==> src/hw/rtl/msp2rx_pkg.sv <==
package msp2rx_pkg;

    // Default for the largest payload the receiver takes before it resyncs.
    localparam int MAX_PAYLOAD_DEF = 56;

    // Framing characters.
    localparam logic [7:0] SYNC_DOLLAR   = 8'h24;
    localparam logic [7:0] SYNC_X        = 8'h58;
    localparam logic [7:0] TYPE_REQ_CHAR = 8'h3C;
    localparam logic [7:0] TYPE_RSP_CHAR = 8'h3E;
    localparam logic [7:0] TYPE_ERR_CHAR = 8'h21;
    localparam logic [7:0] CRC_POLY      = 8'hD5;

    // Per-word report status.
    localparam logic [1:0] ST_LISTEN = 2'd0;
    localparam logic [1:0] ST_GOOD   = 2'd1;
    localparam logic [1:0] ST_ERROR  = 2'd2;

    // Frame type codes.
    localparam logic [1:0] FT_REQUEST  = 2'd0;
    localparam logic [1:0] FT_RESPONSE = 2'd1;
    localparam logic [1:0] FT_ERROR    = 2'd2;

    // Output word layout.
    localparam int OUT_BITS    = 42;
    localparam int OUT_TDATA_W = 48;

    typedef struct packed {
        logic [5:0]  payload_index;
        logic [7:0]  payload_byte;
        logic        payload_valid;
        logic [5:0]  payload_length;
        logic [15:0] function_code;
        logic [1:0]  frame_type;
        logic        dispatch;
        logic [1:0]  status;
    } t_result;

    // One byte through the CRC-8 (poly 0xD5), MSB first.
    function automatic logic [7:0] crc8_update(input logic [7:0] crc, input logic [7:0] b);
        logic [7:0] c;
        c = crc ^ b;
        for (int k = 0; k < 8; k++) begin
            if (c[7]) begin
                c = {c[6:0], 1'b0} ^ CRC_POLY;
            end else begin
                c = {c[6:0], 1'b0};
            end
        end
        return c;
    endfunction

endpackage

==> src/hw/rtl/msp2rx_parser.sv <==
module msp2rx_parser
    import msp2rx_pkg::*;
#(
    parameter int MAX_PAYLOAD = MAX_PAYLOAD_DEF
) (
    input  logic       i_clk,
    input  logic       i_rst_n,
    input  logic       i_accept,
    input  logic [7:0] i_data_byte,
    output t_result    o_result
);

    localparam int POS_W = $clog2(MAX_PAYLOAD + 1);
    localparam logic [15:0] MAX_LEN = 16'(MAX_PAYLOAD);

    localparam logic [2:0] PH_DOLLAR = 3'd0;
    localparam logic [2:0] PH_X      = 3'd1;
    localparam logic [2:0] PH_TYPE   = 3'd2;
    localparam logic [2:0] PH_FLAG   = 3'd3;
    localparam logic [2:0] PH_FUNC   = 3'd4;
    localparam logic [2:0] PH_LEN    = 3'd5;
    localparam logic [2:0] PH_DATA   = 3'd6;
    localparam logic [2:0] PH_CHECK  = 3'd7;

    logic [2:0]       r_phase, n_phase;
    logic [POS_W-1:0] r_pos, n_pos;
    logic [7:0]       r_crc, n_crc;
    logic [1:0]       r_type, n_type;
    logic [15:0]      r_func, n_func;
    logic [15:0]      r_len, n_len;

    logic [7:0]       crc_next;
    logic [15:0]      len_full;
    logic [POS_W:0]   pos_inc;
    logic [15:0]      pos_ext;
    logic [1:0]       status;
    logic             dispatch;
    logic             pay_valid;
    logic [7:0]       pay_byte;
    logic [5:0]       pay_index;

    assign crc_next = crc8_update(r_crc, i_data_byte);
    assign len_full = {i_data_byte, r_len[7:0]};
    assign pos_inc  = {1'b0, r_pos} + (POS_W + 1)'(1);
    assign pos_ext  = 16'(r_pos);

    always_comb begin
        n_phase   = r_phase;
        n_pos     = r_pos;
        n_crc     = r_crc;
        n_type    = r_type;
        n_func    = r_func;
        n_len     = r_len;
        status    = ST_LISTEN;
        dispatch  = 1'b0;
        pay_valid = 1'b0;
        pay_byte  = 8'd0;
        pay_index = 6'd0;
        case (r_phase)
            PH_DOLLAR: begin
                if (i_data_byte == SYNC_DOLLAR) begin
                    n_phase = PH_X;
                end else begin
                    status = ST_ERROR;
                end
            end
            PH_X: begin
                if (i_data_byte == SYNC_X) begin
                    n_phase = PH_TYPE;
                end else begin
                    n_phase = PH_DOLLAR;
                    status  = ST_ERROR;
                end
            end
            PH_TYPE: begin
                if (i_data_byte == TYPE_REQ_CHAR || i_data_byte == TYPE_RSP_CHAR ||
                    i_data_byte == TYPE_ERR_CHAR) begin
                    if (i_data_byte == TYPE_REQ_CHAR) begin
                        n_type = FT_REQUEST;
                    end else if (i_data_byte == TYPE_RSP_CHAR) begin
                        n_type = FT_RESPONSE;
                    end else begin
                        n_type = FT_ERROR;
                    end
                    n_crc   = 8'd0;
                    n_phase = PH_FLAG;
                end else begin
                    n_phase = PH_DOLLAR;
                    status  = ST_ERROR;
                end
            end
            PH_FLAG: begin
                n_crc   = crc_next;
                n_pos   = '0;
                n_phase = PH_FUNC;
            end
            PH_FUNC: begin
                n_crc = crc_next;
                if (r_pos == '0) begin
                    n_func = {8'd0, i_data_byte};
                    n_pos  = POS_W'(1);
                end else begin
                    n_func  = {i_data_byte, r_func[7:0]};
                    n_pos   = '0;
                    n_phase = PH_LEN;
                end
            end
            PH_LEN: begin
                n_crc = crc_next;
                if (r_pos == '0) begin
                    n_len = {8'd0, i_data_byte};
                    n_pos = POS_W'(1);
                end else begin
                    n_len = len_full;
                    n_pos = '0;
                    if (len_full > MAX_LEN) begin
                        n_phase = PH_DOLLAR;
                        status  = ST_ERROR;
                    end else if (len_full == 16'd0) begin
                        n_phase = PH_CHECK;
                    end else begin
                        n_phase = PH_DATA;
                    end
                end
            end
            PH_DATA: begin
                n_crc     = crc_next;
                pay_valid = 1'b1;
                pay_byte  = i_data_byte;
                pay_index = pos_ext[5:0];
                n_pos     = pos_inc[POS_W-1:0];
                if (16'(pos_inc) >= r_len) begin
                    n_pos   = '0;
                    n_phase = PH_CHECK;
                end
            end
            PH_CHECK: begin
                if (r_crc == i_data_byte) begin
                    status   = ST_GOOD;
                    dispatch = (r_type != FT_ERROR);
                end else begin
                    status = ST_ERROR;
                end
                n_phase = PH_DOLLAR;
            end
            default: begin
                n_phase = PH_DOLLAR;
                status  = ST_ERROR;
            end
        endcase
        if (n_phase == PH_DOLLAR) begin
            n_pos = '0;
        end
    end

    always_ff @(posedge i_clk) begin
        if (!i_rst_n) begin
            r_phase <= PH_DOLLAR;
            r_pos   <= '0;
            r_crc   <= 8'd0;
            r_type  <= FT_REQUEST;
            r_func  <= 16'd0;
            r_len   <= 16'd0;
        end else if (i_accept) begin
            r_phase <= n_phase;
            r_pos   <= n_pos;
            r_crc   <= n_crc;
            r_type  <= n_type;
            r_func  <= n_func;
            r_len   <= n_len;
        end
    end

    always_comb begin
        o_result.status         = status;
        o_result.dispatch       = dispatch;
        o_result.frame_type     = n_type;
        o_result.function_code  = n_func;
        o_result.payload_length = n_len[5:0];
        o_result.payload_valid  = pay_valid;
        o_result.payload_byte   = pay_byte;
        o_result.payload_index  = pay_index;
    end

endmodule

==> src/hw/rtl/msp_v2_frame_receiver_core.sv <==
// Each report is registered in the output register, or in the skid register on a stall.
// One byte per cycle while the skid register is free; the parser updates on each accepted byte.
// A full output register plus one skid register let the slave side take one more byte in a stall.
// Reset is synchronous and active low; it clears the parser state, the held frame fields
// and both output stages, and the parser then hunts for the dollar sign.
module msp_v2_frame_receiver_core
    import msp2rx_pkg::*;
#(
    parameter int MAX_PAYLOAD = MAX_PAYLOAD_DEF
) (
    input  logic                   i_clk,
    input  logic                   i_rst_n,
    // Slave side: received serial bytes.
    input  logic                   i_s_axis_tvalid,
    output logic                   o_s_axis_tready,
    input  logic [7:0]             i_s_axis_tdata,   // [7:0] data_byte
    // Master side: one report word per received byte.
    output logic                   o_m_axis_tvalid,
    input  logic                   i_m_axis_tready,
    // From bit 0 up: status[1:0], dispatch[2], frame_type[4:3], function_code[20:5],
    // payload_length[26:21], payload_valid[27], payload_byte[35:28],
    // payload_index[41:36], zero fill [47:42].
    output logic [OUT_TDATA_W-1:0] o_m_axis_tdata
);

    // A byte is accepted whenever the skid register is free. The parser state
    // advances on that same edge and its report is captured in the output
    // register, or in the skid register when the master side is stalled.
    logic    in_accept;
    logic    out_take;
    t_result parse_result;

    logic    r_out_valid;
    t_result r_out;
    logic    r_skid_valid;
    t_result r_skid;

    assign o_s_axis_tready = !r_skid_valid;
    assign in_accept       = i_s_axis_tvalid && o_s_axis_tready;
    assign out_take        = r_out_valid && i_m_axis_tready;

    msp2rx_parser #(
        .MAX_PAYLOAD (MAX_PAYLOAD)
    ) u_parser (
        .i_clk       (i_clk),
        .i_rst_n     (i_rst_n),
        .i_accept    (in_accept),
        .i_data_byte (i_s_axis_tdata),
        .o_result    (parse_result)
    );

    // Output register and skid register. When the output register is free
    // (empty or being taken), a parked skid word moves up first; otherwise a
    // fresh report goes straight in. A stalled output sends a fresh report
    // to the skid register, which closes the slave side until it drains.
    always_ff @(posedge i_clk) begin
        if (!i_rst_n) begin
            r_out_valid  <= 1'b0;
            r_skid_valid <= 1'b0;
        end else if (!r_out_valid || out_take) begin
            if (r_skid_valid) begin
                r_out_valid  <= 1'b1;
                r_skid_valid <= 1'b0;
            end else begin
                r_out_valid <= in_accept;
            end
        end else if (in_accept) begin
            r_skid_valid <= 1'b1;
        end
    end

    always_ff @(posedge i_clk) begin
        if (!r_out_valid || out_take) begin
            if (r_skid_valid) begin
                r_out <= r_skid;
            end else if (in_accept) begin
                r_out <= parse_result;
            end
        end else if (in_accept) begin
            r_skid <= parse_result;
        end
    end

    assign o_m_axis_tvalid = r_out_valid;
    assign o_m_axis_tdata  = {(OUT_TDATA_W - OUT_BITS)'(0), r_out.payload_index,
                              r_out.payload_byte, r_out.payload_valid,
                              r_out.payload_length, r_out.function_code,
                              r_out.frame_type, r_out.dispatch, r_out.status};

`ifndef ASSERT_OFF
    // A word can only be parked in the skid register behind a full output register.
    a_skid_behind_out: assert property (@(posedge i_clk) disable iff (!i_rst_n)
        r_skid_valid |-> r_out_valid)
        else $error("skid register holds a word while the output register is empty");

    // Dispatch is only raised on a frame that closed with a good CRC.
    a_dispatch_good: assert property (@(posedge i_clk) disable iff (!i_rst_n)
        (r_out_valid && r_out.dispatch) |-> (r_out.status == ST_GOOD &&
                                             r_out.frame_type != FT_ERROR))
        else $error("dispatch raised without a good non-error frame");

    // A payload byte is never also the byte that closes or breaks a frame.
    a_payload_listen: assert property (@(posedge i_clk) disable iff (!i_rst_n)
        (r_out_valid && r_out.payload_valid) |-> (r_out.status == ST_LISTEN))
        else $error("payload byte reported with a frame status");

    // After an accepted byte the output register always holds a word, its report or an older one.
    a_accept_reports: assert property (@(posedge i_clk) disable iff (!i_rst_n)
        in_accept |=> r_out_valid)
        else $error("accepted byte produced no report");
`endif

endmodule
==> config.mk <==
export PLATFORM = sky130hd
export DESIGN_NAME = msp_v2_frame_receiver_core
export DESIGN_NICKNAME = d
export VERILOG_FILES = /design/src/hw/rtl/msp2rx_pkg.sv /design/src/hw/rtl/msp2rx_parser.sv /design/src/hw/rtl/msp_v2_frame_receiver_core.sv
export SDC_FILE = /design/constraint.sdc
export NUM_CORES = 1
export LEC_CHECK = 0
export ABC_AREA = 1
export BUFFER_PORTS_ARGS = -buffer_cell sky130_fd_sc_hd__buf_4
export CORE_ASPECT_RATIO = 0.6
export CORE_MARGIN = 1.5
export CORE_UTILIZATION = 60
export CTS_BUF_LIST = sky130_fd_sc_hd__clkbuf_16
export DETAILED_ROUTE_END_ITERATION = 6
export GPL_ROUTABILITY_DRIVEN = 0
export PLACE_DENSITY = 0.8
export SYNTH_ARGS = -nofsm -noshare
export SYNTH_HDL_FRONTEND = slang
export SYNTH_SLANG_ARGS = --single-unit
==> constraint.sdc <==
create_clock -name i_clk -period 8.3 [get_ports i_clk]
set_clock_uncertainty 0.2 [all_clocks]
set_input_delay 0.83 -clock i_clk [delete_from_list [all_inputs] [get_ports i_clk]]
set_output_delay 0.83 -clock i_clk [all_outputs]
set_load 0.01 [all_outputs]
Word-level counts from Yosys, hierarchy flattened
Cells that the tools add are included.
- add/subtract/negate cells: 1
- $lt $le $gt $ge: 2
- equal/unequal tests: 15
- mux-type cells: 46
- bitwise logic cells: 11
- reductions and logical operators: 23
- operators with widths (operator ; count):
    $mux W42 ; 2
    $mux W8 ; 10
    $mux W16 ; 3
    $not A5 Y5 ; 8
    $eq A8 B6 Y1 const B ; 4
    $mux W2 ; 12
    $mux W6 ; 4
    $pmux W3 S8 ; 1
    $pmux W6 S3 ; 1
    $ge A7 B16 Y1 ; 1
    $gt A16 B6 Y1 const B ; 1
    $logic_not A16 Y1 ; 1
    $pmux W8 S2 ; 1
    $mux W3 ; 5
    $eq A3 B3 Y1 const B ; 4
    $pmux W2 S5 ; 1
    $eq A8 B7 Y1 const B ; 1
    $eq A8 B8 Y1 ; 1
    $reduce_and A2 Y1 ; 4
    $xor A8 B8 Y8 ; 1
    $add A6 B1 Y7 const B ; 1
    $eq A3 B2 Y1 const B ; 2
    $logic_not A3 Y1 ; 2
    $logic_not A6 Y1 ; 1
    other kinds (13) ; 26
- register bits: 137
- input port bits: 12
- output and inout port bits: 50
- word-level logic and storage cells: 124

Logic depth before layout (Yosys ltp)
Gate-level depths: netlist of run 1.
- depth after elaboration: 18
- mapped depth: 21
- depth with buffers taken out: 21

Cells and area by module
Synthesis of run 1 repeated with hierarchy kept, for this count alone.
- cell total of the unflattened synthesis: 813
- area, all modules: 6889.1 um2
- by module, submodules not included (module ; instances ; cells an instance ; area each (um2) ; sequential area each (um2)):
    msp2rx_parser ; 1 ; 573 ; 3593.4 ; 1021.0
    msp_v2_frame_receiver_core ; 1 ; 240 ; 3295.7 ; 2562.5

Least setup slack after synthesis of run 1
No wires, ideal clock.
- path type: input port to flip-flop
- start: in i_s_axis_tvalid
- end: reg r_skid[0] (netlist bit) (enable)
- library setup time: 442 ps
- arrival: 3344 ps
- required time: 7658 ps
- slack: 4314 ps
- stages: 5
- buffers on the path: 1
- path through: inv_1 nor2_2 inv_1 clkbuf_1 nor2_1
- word-level cells in the longest chain between the ends: 2
- RTL lines (what ; line ; RTL):
    start, declared ; msp_v2_frame_receiver_core.sv:14 ; input logic i_s_axis_tvalid,
    $logic_and A1 B1 Y1 ; msp_v2_frame_receiver_core.sv:39 ; assign in_accept = i_s_axis_tvalid && o_s_axis_tready;
    $reduce_and A2 Y1 (no line) ; - ;
    end signal, assigned ; msp_v2_frame_receiver_core.sv:80 ; r_skid <= parse_result;
    end, declared ; msp_v2_frame_receiver_core.sv:36 ; t_result r_skid;
Every way passes these cells.
A chain may end at the register's enable or synchronous reset.

Worst setup path after layout of run 1
- start: reg r_skid_valid
- end: out o_s_axis_tready
- word-level cells in the longest chain between the ends: 1
- RTL lines (what ; line ; RTL):
    start, declared ; msp_v2_frame_receiver_core.sv:35 ; logic r_skid_valid;
    start signal, assigned ; msp_v2_frame_receiver_core.sv:59 ; r_skid_valid <= 1'b0;
    start signal, assigned ; msp_v2_frame_receiver_core.sv:63 ; r_skid_valid <= 1'b0;
    start signal, assigned ; msp_v2_frame_receiver_core.sv:68 ; r_skid_valid <= 1'b1;
    $logic_not A1 Y1 ; msp_v2_frame_receiver_core.sv:38 ; assign o_s_axis_tready = !r_skid_valid;
    end, declared ; msp_v2_frame_receiver_core.sv:15 ; output logic o_s_axis_tready,
Every way passes these cells.

==> out/metrics.yaml, run 1 <==
cp.arrival_ps: 2220
synth-seq-cells: 137
vdd_drop_max_uv: 162
layoutNonFillerInstCount: 1045
worst_pin_slew_ps: 1210
num_io_pins: 62
cp_common_cell: "sky130_fd_sc_hd__buf_4"
cp_num_buf_inv: 3
pwr_total_mw: 1.92
most_common_cell_after_layout_fill_and_taps_aside: "sky130_fd_sc_hd__nand2_1"
critical-path-top-delay-family: "buffers and inverters"
worstPathMaxFanout: 48
placeableCoreArea_sq_mm: 0.0113
critPathMaxStageDelay_ps: 940
syn_avg_cell_area_sq_um: 8.24
final_layout_size_suffix_gt1_share_pct: 18.3
timing.final.crit_share_pct: 39.2
post-dp-hpwl_um: 11800
global_route.overflow_total: 0
final_critical_path_required_period_ps: 3250
antenna_found_initial: 1
nature_of_the_critical_path_endpoint: "output port"
cts.sink_count: 137
postLayoutCoreUtil_pct: 70.6
max-clock-path-buffers: 2
grt_first_pass_wirelength_um: 26800
drc_errors: 0
rsz0062_at_grt: "no"
worst_path_max_delay_cell: "sky130_fd_sc_hd__inv_1"
cp_cell_sequence: "buf_4, inv_1, buf_4"
grt_start_max_net_pins: 49
cts_resized: 0
clkLatencyLatePin_ps: 430
fp.dieW_um: 142
drt_iter0_markers: 959
route.vias.total: 5955
cts.htree.levels: 4
number_of_fill_cells: 822
slew_headroom_pct: 19.0
crit_path_start_kind: "flop"
hold_removal_path_class: "flop to flop"
grtUsageTotal_pct: 28.7
final_cell_mix: "sky130_fd_sc_hd__nand2_1 (269), sky130_fd_sc_hd__edfxtp_1 (84), sky130_fd_sc_hd__nor2_1 (80)"
clk_root_buffer_cell: "sky130_fd_sc_hd__clkbuf_16"
post_dp_cell_area_sq_mm: 0.00736
synth.yosys.seq_area_share_pct: 51.7
final_area_sq_mm: 0.00795
num_rows: 30
synthCells: 841
nNetsFinal: 909
final.setup.tns_ps: 0
layout-area-overhead-vs-synth_pct: 14.8
power_density_mw_per_mm2: 241
mappedNetlistArea_sq_mm: 0.00693
fp.dieArea_sq_mm: 0.0122
synth_async_sr_flop_share_pct: 0
post_drt_wl_per_cell_um: 16.2
fraction_of_synthesized_cell_area_taken_by_the_top_area_cell_type_pct: 36.4
final_max_slew_viol_count: 0
cts_setup_buffers: 0
yosys_most_used_dff: "sky130_fd_sc_hd__edfxtp_1"
type_of_the_setup_path_with_the_least_slack: "flop to output port"
final-hold-violation-count: 0
setup_viol_count_final: 0
cts_buffers: 17
run_status: "finished clean"
die_height_um: 86.2
vias_in_the_first_global_route: 5398
synth_area_leader_cell: "sky130_fd_sc_hd__edfxtp_1"
place.port_buffers: 55
routed_wl_um: 16900
worst_setup_hold_path_clk_slew_ps: 70
synth_edf_count: 84
worstPathRequired_ps: 7270
detail_route.first_pass.iterations: 6
max_freq_mhz: 308
ant_nets: 0
power.leakage_nw: 3.58
place_inst: 1012
synth.area.top_cells: "sky130_fd_sc_hd__edfxtp_1 (36%), sky130_fd_sc_hd__dfxtp_1 (15%), sky130_fd_sc_hd__nand2_1 (15%), sky130_fd_sc_hd__nor2_1 (4.4%), sky130_fd_sc_hd__o21ai_0 (3.8%)"
via_per_inst: 5.70
max_cap_violations: 0
start_util_pct: 61.5
synth_cell_type_count: 45
cts_hold_repair.buffers: 0
number_of_synthesis_warnings: 0
tritoncts: "built"
kinds of logic (layout without fill, tap and decap cells):
family | after synthesis | count (layout) | synth area share, %
and+or+nand+nor | 443 | 443 | 27.9
buffers and inverters | 127 | 181 | 8.40
other | 1 | 7 | 0.0541
DFF | 137 | 137 | 51.7
xor gates and xnor gates | 10 | 10 | 1.48
AOI/OAI and AO/OA | 113 | 113 | 8.67
adders and majority gates | 10 | 10 | 1.81
report_power, final:
group	switching, mW	total [mW]	internal [mW]
sequential	0.0194	0.786	0.767
combinational	0.255	0.381	0.126
clock	0.325	0.750	0.425
total	0.600	1.92	1.32
path summary, 6_finish.rpt:
kind / from / cells past startpoint / end / slack [ps]
worst max-delay path: r_skid_valid / 3 / o_s_axis_tready / 5050
worst min-delay path: u_parser.r_pos[5] / 2 / u_parser.r_pos[5] / 300
worst max register to register: r_skid_valid / 9 / u_parser.r_len[6] / 5230
worst min register to register: u_parser.r_pos[5] / 2 / u_parser.r_pos[5] / 300
flip-flops by register name (all words and copies together), names as in the netlist:
register,cells
u_parser.r_len,16
u_parser.r_pos,6
r_skid,42
u_parser.r_type,2
r_skid_valid,1
o_m_axis_tvalid,1
u_parser.r_crc,8
u_parser.r_func,16
o_m_axis_tdata,42
u_parser.r_phase,3
cells in the mapped netlist, types with 7 or more instances:
| cell type | count |
|---|---|
| sky130_fd_sc_hd__o21ai_1 | 11 |
| sky130_fd_sc_hd__nand4_1 | 7 |
| sky130_fd_sc_hd__nand2_4 | 8 |
| sky130_fd_sc_hd__clkbuf_1 | 16 |
| sky130_fd_sc_hd__xor2_1 | 7 |
| sky130_fd_sc_hd__dfxtp_1 | 53 |
| sky130_fd_sc_hd__inv_2 | 15 |
| sky130_fd_sc_hd__nand2_1 | 269 |
| sky130_fd_sc_hd__o21ai_0 | 52 |
| sky130_fd_sc_hd__inv_1 | 69 |
| sky130_fd_sc_hd__a21oi_1 | 40 |
| sky130_fd_sc_hd__edfxtp_1 | 84 |
| sky130_fd_sc_hd__nand2_2 | 24 |
| sky130_fd_sc_hd__nand3_1 | 27 |
| sky130_fd_sc_hd__nor2_1 | 82 |
| sky130_fd_sc_hd__ha_1 | 10 |
| sky130_fd_sc_hd__buf_4 | 8 |
per-stage QoR:
step / hold slack [ps] / setup slack [ps]
floorplan: 250 / 4310
global placement: 270 / 5110
detailed placement: 285 / 5020
CTS: 294 / 5040
global route: 332 / 4880
finish: 295 / 5050
tightest hold or removal path, stage by stage, from the launching register on:
cell and delay, ps:
sky130_fd_sc_hd__dfxtp_1 330, sky130_fd_sc_hd__nand2_1 70, sky130_fd_sc_hd__a21oi_1 50
routing by layer:
metal | up-vias | track usage [%] | part of all wire (%)
met4 | 0 | 8.81 | 1.1
met1 | 2785 | 40.6 | 44
li1 | 2804 | - | -
met5 | - | 0 | 0
met2 | 338 | 43.4 | 44
met3 | 28 | 8.01 | 11
layout make-up:
| cell class | count | area, sq um | area share, % |
|---|---|---|---|
| diodes | 1 | 2.50 | 0.0315 |
| clock buffers | 17 | 425 | 5.35 |
| clock inverters | 15 | 161 | 2.03 |
| inverters | 90 | 358 | 4.50 |
| multi-input cells | 582 | 2800 | 35.2 |
| flip-flops and latches | 137 | 3580 | 45.1 |
| well taps | 144 | 180 | 2.27 |
| repair buffers | 59 | 443 | 5.57 |
Note: power is estimated with default switching activity, not from simulation.
==> run 2, diff against run 1 <==
Clock period 8.3 ns to 3.2 ns, I/O delays scaled along.
==> run 2 against run 1 <==
  * The run now ends with DRC left
  * Sequential share of layout area grew 0.11 points
  * Non-clock buffer count grew 2
  * Largest cell class unchanged
  * Global-route usage is essentially flat
  * Critical path type is now flop to flop
  * Core utilization shrank 0.14 points
  * Count of clock-buffer cells in the layout is the same
  * Die area is the same
  * Design area shrank 0.20%
==> out/metrics.yaml, run 2 (synthesized netlist as in run 1, its figures left out) <==
max_cap_violations: 0  # unchanged
vias_in_the_first_global_route: 5405  # was 5398
power.leakage_nw: 3.58  # about the same
cp_cell_sequence: "nand3_1, nor2_1, nand2_1, xor2_1, inv_1, ha_1, a21oi_1, nor2_1, a21oi_1, nand2_1, nand2_1, nand2_1, nand2_1, nand2_1, nand2_1, nand2_1, nand2_2, nand2_4, a21oi_1, nor2_1"  # was buf_4, inv_1, buf_4
postLayoutCoreUtil_pct: 70.4  # was 70.6%
worst_path_max_delay_cell: "sky130_fd_sc_hd__dfxtp_1"  # was sky130_fd_sc_hd__inv_1
cp.arrival_ps: 2940  # was 2220 ps
final_layout_size_suffix_gt1_share_pct: 18.4  # was 18.3%
cp_common_cell: "sky130_fd_sc_hd__nand2_1"  # was sky130_fd_sc_hd__buf_4
cts.htree.levels: 4  # unchanged
ant_nets: 0  # unchanged
num_io_pins: 62  # unchanged
setup_viol_count_final: 0  # unchanged
rr_worst_depth: 20  # was 9
cts_buffers: 17  # unchanged
critPathMaxStageDelay_ps: 410  # was 940 ps
drc_errors: 54  # was 0
num_antenna_cells: 0  # was 1
cp_num_buf_inv: 1  # was 3
max_freq_mhz: 355
final_critical_path_required_period_ps: 2820
timing.final.crit_share_pct: 88.0
run_status: "complete, but fails checks"  # was finished clean
power_density_mw_per_mm2: 616  # was 241 mW/mm^2
via_per_inst: 5.67  # was 5.70
slew_headroom_pct: 16.0  # was 19.0%
worstPathRequired_ps: 3320  # was 7270 ps
grt_first_pass_wirelength_um: 27100  # was 26800 um
hold_removal_path_class: "primary input to flop"  # was flop to flop
grtUsageTotal_pct: 28.7  # about the same
drt_iter0_markers: 663  # was 959
routed_wl_um: 16900  # about the same
post_drt_wl_per_cell_um: 16.2  # about the same
placeableCoreArea_sq_mm: 0.0113  # unchanged
antenna_found_initial: 0  # was 1
die_height_um: 86.2  # unchanged
nNetsFinal: 911  # was 909
route.vias.total: 5928  # was 5955
final.setup.tns_ps: 0  # unchanged
clk_root_buffer_cell: "sky130_fd_sc_hd__clkbuf_16"  # unchanged
failed_checks: "DRC"
cp_num_cells: 20  # was 3
grt_start_max_net_pins: 43  # was 49
most_common_cell_after_layout_fill_and_taps_aside: "sky130_fd_sc_hd__nand2_1"  # unchanged
final-hold-violation-count: 0  # unchanged
fp.dieW_um: 142  # unchanged
layout-area-overhead-vs-synth_pct: 14.5  # was 14.8%
num_rows: 30  # unchanged
worst_setup_hold_path_clk_slew_ps: 60  # was 70 ps
fp.dieArea_sq_mm: 0.0122  # unchanged
worstPathMaxFanout: 8  # was 48
cts_setup_buffers: 0  # unchanged
cts.sink_count: 137  # unchanged
final_max_slew_viol_count: 0  # unchanged
vdd_drop_max_uv: 488  # was 162 uV
place.port_buffers: 55  # unchanged
global_route.overflow_total: 0  # unchanged
critical-path-top-delay-family: "simple AND/OR/NAND/NOR gates"  # was buffers and inverters
start_util_pct: 61.5  # unchanged
post-dp-hpwl_um: 11700  # was 11800 um
crit_path_start_kind: "flop"  # unchanged
hold_path_depth: 3  # was 2
detail_route.first_pass.iterations: 7  # was 6
rsz0062_at_grt: "no"  # unchanged
tritoncts: "built"  # unchanged
type_of_the_setup_path_with_the_least_slack: "flop to flop"  # was flop to output port
final_cell_mix: "sky130_fd_sc_hd__nand2_1 (269), sky130_fd_sc_hd__edfxtp_1 (84), sky130_fd_sc_hd__nor2_1 (79)"  # was sky130_fd_sc_hd__nand2_1 (269), sky130_fd_sc_hd__edfxtp_1 (84), sky130_fd_sc_hd__nor2_1 (80)
max-clock-path-buffers: 2  # unchanged
clkLatencyLatePin_ps: 420  # was 430 ps
nature_of_the_critical_path_endpoint: "flop"  # was output port
worst_pin_slew_ps: 1260  # was 1210 ps
[run 2: final timing paths]
kind,start,end,slack (ps)
hold / removal,i_rst_n,u_parser.r_pos[1],40
setup / recovery,u_parser.r_pos[2],u_parser.r_pos[1],380
setup reg to reg,u_parser.r_pos[2],u_parser.r_pos[1],380
hold reg to reg,u_parser.r_len[6],u_parser.r_len[6],290
[run 2: layer usage]
metal / wire length (um) / up-vias / track usage, %
li1: - / 2807 / -
met1: 7400 / 2728 / 40.1
met2: 7310 / 335 / 43.3
met3: 1860 / 58 / 8.18
met4: 358 / 0 / 9.37
met5: 0 / - / 2.02
[run 2: worst reg2reg max path, delay by kind of cell (launching register included)]
| family | cells | cell delay (ps) |
|---|---|---|
| simple gates | 14 | 1130 |
| fa+ha+maj | 1 | 300 |
| compound gates | 3 | 420 |
| flops | 1 | 410 |
| buf+inv | 1 | 70 |
| xor+xnor | 1 | 200 |
[run 2: timing repair]
action                     CTS  global route
hold buffers                 0             0
gates resized for setup      0             2
setup endpoints to repair    0             3
[run 2: per-stage QoR]
stage	power (mW)	std cells	hold slack (ps)	setup WS, ps	instance area (sq um)
2_1_floorplan	2.79	846	250	65.0	6950
3_3_place_gp	2.99	1014	266	570	7370
3_5_place_dp	3.04	1014	278	378	7370
4_1_cts	4.87	1046	30.3	398	7930
5_1_grt	5.07	1046	34.7	51.3	7930
6_report	4.89	1046	38.3	383	7930
[run 2: final cells by class]
type,instances,area (sq um)
clock buffer,17,425
clock inverter,15,129
fill,848,3330
inverter,90,358
multi-input combinational,582,2800
sequential,137,3580
tap,144,180
timing repair buffer,61,458
[run 2: report_power, final]
group | switching (mW) | internal [mW] | leakage [nW]
clock | 0.786 | 1.07 | 0.272
sequential | 0.0528 | 1.99 | 1.25
combinational | 0.662 | 0.329 | 2.05
total | 1.50 | 3.39 | 3.58
==> run 3, diff against run 2 <==
Settings changed: REMOVE_ABC_BUFFERS set to 1.
==> run 3 against run 2 <==
  * The run now ends clean
  * Sequential share of layout area fell by 0.14 points
  * Core utilization rose by 0.20 points
  * Via count fell by 0.67%
  * Maximum frequency fell by 1.4%
  * Design area rose by 0.28%
  * Power rose by 0.34%
  * Sequential power barely moved
  * Global-route usage barely moved
  * Combinational power barely moved
  * Critical path type unchanged
  * Critical endpoint is now u_parser.r_pos[2]
  * Largest cell class unchanged
  * Largest power group unchanged
  * Highest routed layer unchanged
==> out/metrics.yaml, run 3 (synthesized netlist as in run 1, its figures left out) <==
grtUsageTotal_pct: 28.7  # about the same
nature_of_the_critical_path_endpoint: "flop"  # unchanged
cts_hold_repair.buffers: 0  # unchanged
post_drt_wl_per_cell_um: 15.9  # was 16.2 um
most_common_cell_after_layout_fill_and_taps_aside: "sky130_fd_sc_hd__nand2_1"  # unchanged
worst_pin_slew_ps: 664  # was 1260 ps
drc_errors: 0  # was 54
placeableCoreArea_sq_mm: 0.0113  # unchanged
layoutNonFillerInstCount: 1048  # was 1046
nNetsFinal: 913  # was 911
final-hold-violation-count: 0  # unchanged
cts_setup_buffers: 0  # unchanged
global_route.overflow_total: 0  # unchanged
drt_iter0_markers: 671  # was 663
post-place-ws_ps: 374  # was 378 ps
cp_common_cell: "sky130_fd_sc_hd__nand2_1"  # unchanged
cp.arrival_ps: 2970  # was 2940 ps
cts.htree.levels: 4  # unchanged
crit_path_start_kind: "flop"  # unchanged
place_inst: 1016  # was 1014
post-dp-hpwl_um: 11300  # was 11700 um
rsz0062_at_grt: "no"  # unchanged
worstPathMaxFanout: 8  # unchanged
num_rows: 30  # unchanged
final_layout_size_suffix_gt1_share_pct: 18.5  # was 18.4%
cp_cell_sequence: "nand3_1, nor2_1, nand2_1, xor2_1, inv_1, ha_1, nand4_1, nor3_1, nand2_1, nand2_1, nand2_1, nand2_1, nand2_1, nand2_1, nand2_2, nand2_4, nand2_1, nand2_1, nor2_1"  # was nand3_1, nor2_1, nand2_1, xor2_1, inv_1, ha_1, a21oi_1, nor2_1, a21oi_1, nand2_1, nand2_1, nand2_1, nand2_1, nand2_1, nand2_1, nand2_1, nand2_2, nand2_4, a21oi_1, nor2_1
setup_viol_count_final: 0  # unchanged
cts_resized: 0  # unchanged
clkLatencyLatePin_ps: 420  # about the same
num_io_pins: 62  # unchanged
setup_ws_ps: 342  # was 383 ps
route.vias.total: 5888  # was 5928
vias_in_the_first_global_route: 5533  # was 5405
start_util_pct: 61.5  # unchanged
fp.dieW_um: 142  # unchanged
fp.dieArea_sq_mm: 0.0122  # unchanged
antenna_found_initial: 0  # unchanged
clk_root_buffer_cell: "sky130_fd_sc_hd__clkbuf_16"  # unchanged
reg2reg_slack_ps: 340  # was 380 ps
critPathMaxStageDelay_ps: 440  # was 410 ps
slew_headroom_pct: 55.3  # was 16.0%
final_critical_path_required_period_ps: 2860  # was 2820 ps
via_per_inst: 5.62  # was 5.67
vdd_drop_max_uv: 436  # was 488 uV
place.port_buffers: 55  # unchanged
postLayoutCoreUtil_pct: 70.6  # was 70.4%
routed_wl_um: 16600  # was 16900 um
worst_path_max_delay_cell: "sky130_fd_sc_hd__dfxtp_1"  # unchanged
worstPathRequired_ps: 3310  # was 3320 ps
max-clock-path-buffers: 2  # unchanged
cts_buffers: 17  # unchanged
final_max_slew_viol_count: 0  # unchanged
ant_nets: 0  # unchanged
cts.sink_count: 137  # unchanged
type_of_the_setup_path_with_the_least_slack: "flop to flop"  # unchanged
max_freq_mhz: 350  # was 355 MHz
max_cap_violations: 0  # unchanged
num_antenna_cells: 0  # unchanged
final.setup.tns_ps: 0  # unchanged
timing.final.crit_share_pct: 89.3  # was 88.0%
detail_route.first_pass.iterations: 7  # unchanged
grt_first_pass_wirelength_um: 27000  # was 27100 um
cp_num_buf_inv: 1  # unchanged
grt_start_max_net_pins: 48  # was 43
critical-path-top-delay-family: "simple AND/OR/NAND/NOR gates"  # unchanged
final_cell_mix: "sky130_fd_sc_hd__nand2_1 (269), sky130_fd_sc_hd__edfxtp_1 (84), sky130_fd_sc_hd__nor2_1 (80)"  # was sky130_fd_sc_hd__nand2_1 (269), sky130_fd_sc_hd__edfxtp_1 (84), sky130_fd_sc_hd__nor2_1 (79)
layout-area-overhead-vs-synth_pct: 14.8  # was 14.5%
tritoncts: "built"  # unchanged
worst_setup_hold_path_clk_slew_ps: 60  # about the same
hold_removal_path_class: "primary input to flop"  # unchanged
power.leakage_nw: 3.58  # about the same
die_height_um: 86.2  # unchanged
power_density_mw_per_mm2: 617  # was 616 mW/mm^2
run_status: "finished clean"  # was complete, but fails checks
[run 3: changes by cell type in the layout (fill, tap and decap cells not counted), sizes merged]
cell / before / now
buf: 61 / 63
clkinv: 6 / 3
inv: 95 / 97
clkinvlp: 3 / 4
[run 3: per-stage QoR]
| step | instance area, sq um | total power, mW | hold slack, ps |
|---|---|---|---|
| 5_1_grt | 7960 | 5.10 | 61.0 |
| 2_1_floorplan | 6720 | 2.76 | 246 |
| 6_report | 7960 | 4.90 | 41.1 |
| 3_5_place_dp | 7390 | 3.04 | 268 |
| 3_3_place_gp | 7390 | 2.98 | 266 |
| 4_1_cts | 7960 | 4.90 | 19.6 |
[run 3: final cells by class]
type	instances	area, sq um
fill	858	3310
clock inverter	15	140
inverter	90	358
timing repair buffer	63	473
tap	144	180
sequential	137	3580
clock buffer	17	425
multi-input combinational	582	2800
[run 3: path summary, 6_finish.rpt]
path | depth (start not counted) | endpoint | startpoint
hold / removal | 3 | o_m_axis_tvalid | i_s_axis_tvalid
hold reg to reg | 2 | u_parser.r_len[6] | u_parser.r_len[6]
setup reg to reg | 19 | u_parser.r_pos[2] | u_parser.r_pos[0]
setup / recovery | 19 | u_parser.r_pos[2] | u_parser.r_pos[0]
[run 3: power by group]
group	switching [mW]	leakage, nW	internal (mW)	total (mW)
sequential	0.0505	1.25	1.99	2.04
combinational	0.660	2.06	0.328	0.989
clock	0.794	0.268	1.08	1.88
[run 3: layer usage]
metal / up-vias / part of all wire [%] / GRT usage [%] / wire, um
met1: 2719 / 44 / 39.0 / 7270
li1: 2802 / - / - / -
met4: 0 / 1.9 / 10.9 / 320
met3: 45 / 11 / 7.96 / 1860
met2: 322 / 43 / 44.2 / 7180
met5: - / 0 / 0 / 0
[run 3: tightest hold or removal path: stages]
cell and delay, ps:
sky130_fd_sc_hd__buf_4 80, sky130_fd_sc_hd__nor2_1 70, sky130_fd_sc_hd__a21oi_1 150
